## config.mk

```make
export PLATFORM = sky130hd
export DESIGN_NAME = brta_ram
export DESIGN_NICKNAME = d
export VERILOG_FILES = /design/src/rtl/brta_ram.sv
export SDC_FILE = /design/constraint.sdc
export NUM_CORES = 2
export LEC_CHECK = 0
export ABC_AREA = 0
export BUFFER_PORTS_ARGS = -buffer_cell sky130_fd_sc_hd__buf_2
export CORE_UTILIZATION = 35
export DETAILED_ROUTE_END_ITERATION = 7
export SYNTH_ARGS = -nofsm -noshare
export SYNTH_HDL_FRONTEND = slang
export SYNTH_SLANG_ARGS = --single-unit
```

## constraint.sdc

```tcl
create_clock -name clk -period 6.7 [get_ports clk]
set_input_delay 0.67 -clock clk [delete_from_list [all_inputs] [get_ports clk]]
set_output_delay 0.67 -clock clk [all_outputs]
set_load 0.1 [all_outputs]
```

## src/rtl/brta_ram.sv

```systemverilog
// generic single write port ram with registered read
module brta_ram #(
  parameter int WIDTH = 96,
  parameter int DEPTH = 32
) (
  input  logic                     clk,
  input  logic                     we,
  input  logic [$clog2(DEPTH)-1:0] waddr,
  input  logic [WIDTH-1:0]         wdata,
  input  logic                     re,
  input  logic [$clog2(DEPTH)-1:0] raddr,
  output logic [WIDTH-1:0]         rdata
);

  logic [WIDTH-1:0] mem [DEPTH];

  always_ff @(posedge clk) begin
    if (we) begin
      mem[waddr] <= wdata;
    end
    if (re) begin
      rdata <= mem[raddr];
    end
  end

endmodule

```

# Word level (Yosys, flattened, before mapping)
# Memory sizes are Yosys's and may differ from the RTL's. A register that Yosys moved wholly into a read port is not among the register bits.
# Cells that the tools add are included.
[totals]
regBits = 0
latchBits = 0
mem_bits_rw = 3072
mem_bits_ro = 0
in_bits = 109
wordCells = 3
memories = 1
[memory_table]
columns = ["memory", "words", "word_bits", "rd", "rd_ports_with_merged_regs", "write_ports", "line_no", "source"]
rows = [
  ["mem", 32, 96, 1, 1, 1, "15", "logic [WIDTH-1:0] mem [DEPTH];"],
]
[classes]
addsub = 0
multipliers = 0
div_mod_pow = 0
magnitude_cmp = 0
n_eq_ne = 0
shift = 0
n_mux = 2
bitwise = 0
n_reduce_logical = 0
[op_table]
columns = ["op", "count"]
rows = [
  ["$mux 1", 2],
]

# Longest topological paths before layout
[logic_depth]
ltp_word = 2
ltp_mapped = 9
depth_no_buf = 4

# Worst setup path after synthesis
# OpenSTA, ideal clock, no wires.
[synth_path]
kind = "input to register"
start = "in waddr[1]"
end = "mem mem[12][0] (enable)"
arrival_ns = 5.329
t_required_ns = 6.148
slack_ns = 0.820
cell_stages = 3
cell_sequence = "or3b_2 clkbuf_1 nor2_1"
[synth_rtl]
columns = ["element", "line_no", "source"]
rows = [
  ["start: declaration", "8", "input logic [$clog2(DEPTH)-1:0] waddr,"],
  ["end: declaration", "15", ""],
]
# Straight into the memory's write port.

==> impl_metrics.py <==
metrics = {
    "pwr": {
        "pwr-share-clk_pct": 40.4,
        "swShare_pct": 21.7,
        "power_frac_seq_pct": 54.1,
        "ir_worst_vdd_uv": 212,
        "p_per_area_nw_per_um2": 302,
        "power.leakage_nw": 43.6,
        "switchingPower_mw": 8.93,
        "finalPower_mw": 41.1,
        "p_comb_share_pct": 5.5,
        "p_int_mw": 32.2,
    },
    "floorplan": {
        "die_area_um2": 344000,
        "fp.dieH_um": 586,
        "io_pins": 205,
        "start_util_pct": 35.2,
        "fp-row-count": 214,
        "die_x_um": 586,
        "core-area_um2": 340000,
    },
    "yosys": {
        "synth_area_leader_cell": "edfxtp_1",
        "ys.flop_type": "edfxtp_1",
        "ys_ff_latch": 3168,
        "syn_inst": 5604,
        "ys_top_cells_by_area": "edfxtp_1 80%, mux4_2 7.2%, mux2i_1 6.4%",
        "syn-cell-area_um2": 120000,
        "yosysUniqueCellTypes": 29,
        "syn_avg_cell_area_um2": 21.3,
        "synth_top_area_share_pct": 79.6,
        "synth.net_count": 5713,
        "ys_seq_area_share_pct": 79.6,
        "synth_edf_count": 3168,
        "async_reset_ff_share_pct": 0,
        "yosysWarnings": 0,
    },
    "global_routing": {
        "grt_pass1_vias": 59200,
        "grt_pass1_wl_um": 449000,
        "antenna_found_initial": 71,
        "grt_max_degree": 120,
        "grt_overflow_total": 0,
        "grtUsageTotal_pct": 18.5,
    },
    "clock_tree": {
        "cts_root_buf": "clkbuf_16",
        "cts_resized": 0,
        "tritoncts": "built",
        "worstSkewPairLatency_ps": 850,
        "cts_inserted_buffers": 304,
        "htreeDepth": 5,
        "hold_buffers": 0,
        "post_cts_buffers": 0,
        "clk_transition_reported_paths_ps": 60,
        "clock_sinks": 3168,
        "cts_buffer_depth": 4,
    },
    "sta": {
        "finalWorstSetupSlack_ps": 3670,
        "min_period_over_period_pct": 45.3,
        "hold_ws_ps": 293,
        "fin_worst_skew_ps": 30.0,
        "setup_viol": 0,
        "relSlewSlack_pct": 5.83,
        "min_period_ps": 3030,
        "slew_viol_final": 0,
        "finalHoldViolCount": 0,
        "worst_pin_slew_ps": 1410,
        "rsz0062_at_grt": "no",
        "fmax_ghz": 0.330,
        "tns_ps": 0,
    },
    "cells_and_area": {
        "fin_nets": 6033,
        "area_delta_synth_final_pct": 13.8,
        "final_common_cell": "edfxtp_1",
        "drive_above_1_share_pct": 19.0,
        "fill_cells": 29800,
        "mostFrequentLayoutCells": "3168 x edfxtp_1, 768 x mux2i_1, 511 x a22oi_1, 384 x mux4_2, 317 x clkbuf_16",
    },
    "worst_setup_path": {
        "crit_arrival_ps": 3610,
        "cpMaxStageDelayCell": "nor2b_4",
        "worst-path-buf-inv": 2,
        "required_ps": 7270,
        "cp_top_family": "simple AND/OR/NAND/NOR gates",
        "worstReg2RegStart": "mem[14][63]",
        "worstSetupPathType": "input pin to flip-flop",
        "max_stage_delay_ps": 1160,
        "worst_setup_path_end_kind": "flip-flop",
        "path_cells": "buf_2 > nor2b_4 > buf_4 > a22oi_1 > a31oi_1 > nand3_1",
        "cp_max_fo": 34,
        "start_kind": "input pin",
        "crit_path_start": "raddr[4]",
    },
    "drt": {
        "routed_wl_um": 325000,
        "drtIter0Drc": 7461,
        "drc": 64,
        "dr_wl_met2_um": 152000,
        "top_layer": "met5",
        "via_per_inst": 5.57,
        "wl_met1_um": 135000,
        "drt-pass1-iter-count": 8,
        "vias": 59600,
        "ant_nets": 0,
        "wire_per_inst_um": 30.3,
        "wl_met3_um": 29500,
    },
    "placed_design": {
        "gp_congestion": 0.741,
        "dpl.hpwl_um": 159000,
        "port_buffers": 204,
        "dpl_worst_slack_ps": 2810,
    },
    "hold_path": {
        "min_path_type": "input pin to flip-flop",
        "min_from": "wdata[41]",
    },
    "outcome": {
        "status": "finished with violations",
        "violations": "DRC",
    },
    "job": {
        "max_cap_viol_count": 0,
    },
}
==> layout make-up <==
class / count / area (um^2) / area share, %
inverters: 1 / 3.75 / 0.00276
clock buffers: 391 / 8210 / 6.04
repair buffers: 332 / 2590 / 1.91
clock inverters: 139 / 1170 / 0.858
diodes: 17 / 42.5 / 0.0313
well taps: 4536 / 5680 / 4.17
flip-flops and latches: 3168 / 95100 / 70.0
multi-input cells: 2117 / 23100 / 17.0
==> path summary, 6_finish.rpt <==
path,end,slack (ps),cells past startpoint
min reg2reg,rdata[68],680,4
max reg2reg,rdata[63],4910,4
max,rdata[87],3670,6
min,mem[14][41],290,1
==> stage by stage <==
step	instances	area, um^2	util, %
2_1_floorplan	5604	120000	-
3_3_place_gp	10200	127000	37.2
3_5_place_dp	10200	127000	37.2
4_1_cts	10700	136000	40.0
5_1_grt	10700	136000	40.0
6_report	10700	136000	40.0
==> logic make-up (layout without fill, tap and decap cells) <==
group           count (synthesis)  in the layout  synth area share (%)
compound gates                627            627                  3.92
mux                          1152           1152                  13.7
buf+inv                       319            863                  1.35
other cells                     0             17                     0
simple gates                  338            338                  1.46
flops                        3168           3168                  79.6
==> power groups by stage <==
stage / Combinational, mW / Sequential [mW] / Clock [mW]
finish: 2.24 / 22.2 / 16.6
floorplan: 1.02 / 23.0 / 0
global route: 2.36 / 22.3 / 17.5
detailed placement: 2.25 / 22.7 / 0
global placement: 2.22 / 22.7 / 0
CTS: 2.25 / 22.3 / 16.8
==> sequential cells by signal (all words and copies together), names as in the netlist <==
signal / flops
mem: 3072
rdata: 96
==> synth_stat cells, drive strengths merged (2+ instances only) <==
| library cell | n |
|---|---|
| a21oi | 9 |
| a22o | 51 |
| a22oi | 511 |
| a31oi | 51 |
| a32oi | 5 |
| and2 | 10 |
| buf | 179 |
| clkbuf | 139 |
| edfxtp | 3168 |
| mux2i | 768 |
| mux4 | 384 |
| nand2 | 12 |
| nand3 | 194 |
| nand3b | 5 |
| nand4 | 45 |
| nor2 | 46 |
| nor2b | 15 |
| nor3 | 5 |
| or3b | 2 |
==> routing by layer <==
layer / track usage [%] / vias to the layer above
li1: - / 24300
met1: 26.1 / 32000
met2: 29.4 / 2751
met3: 3.89 / 542
met4: 4.35 / 36
met5: 0 / -
(Power assumes the default switching activity.)
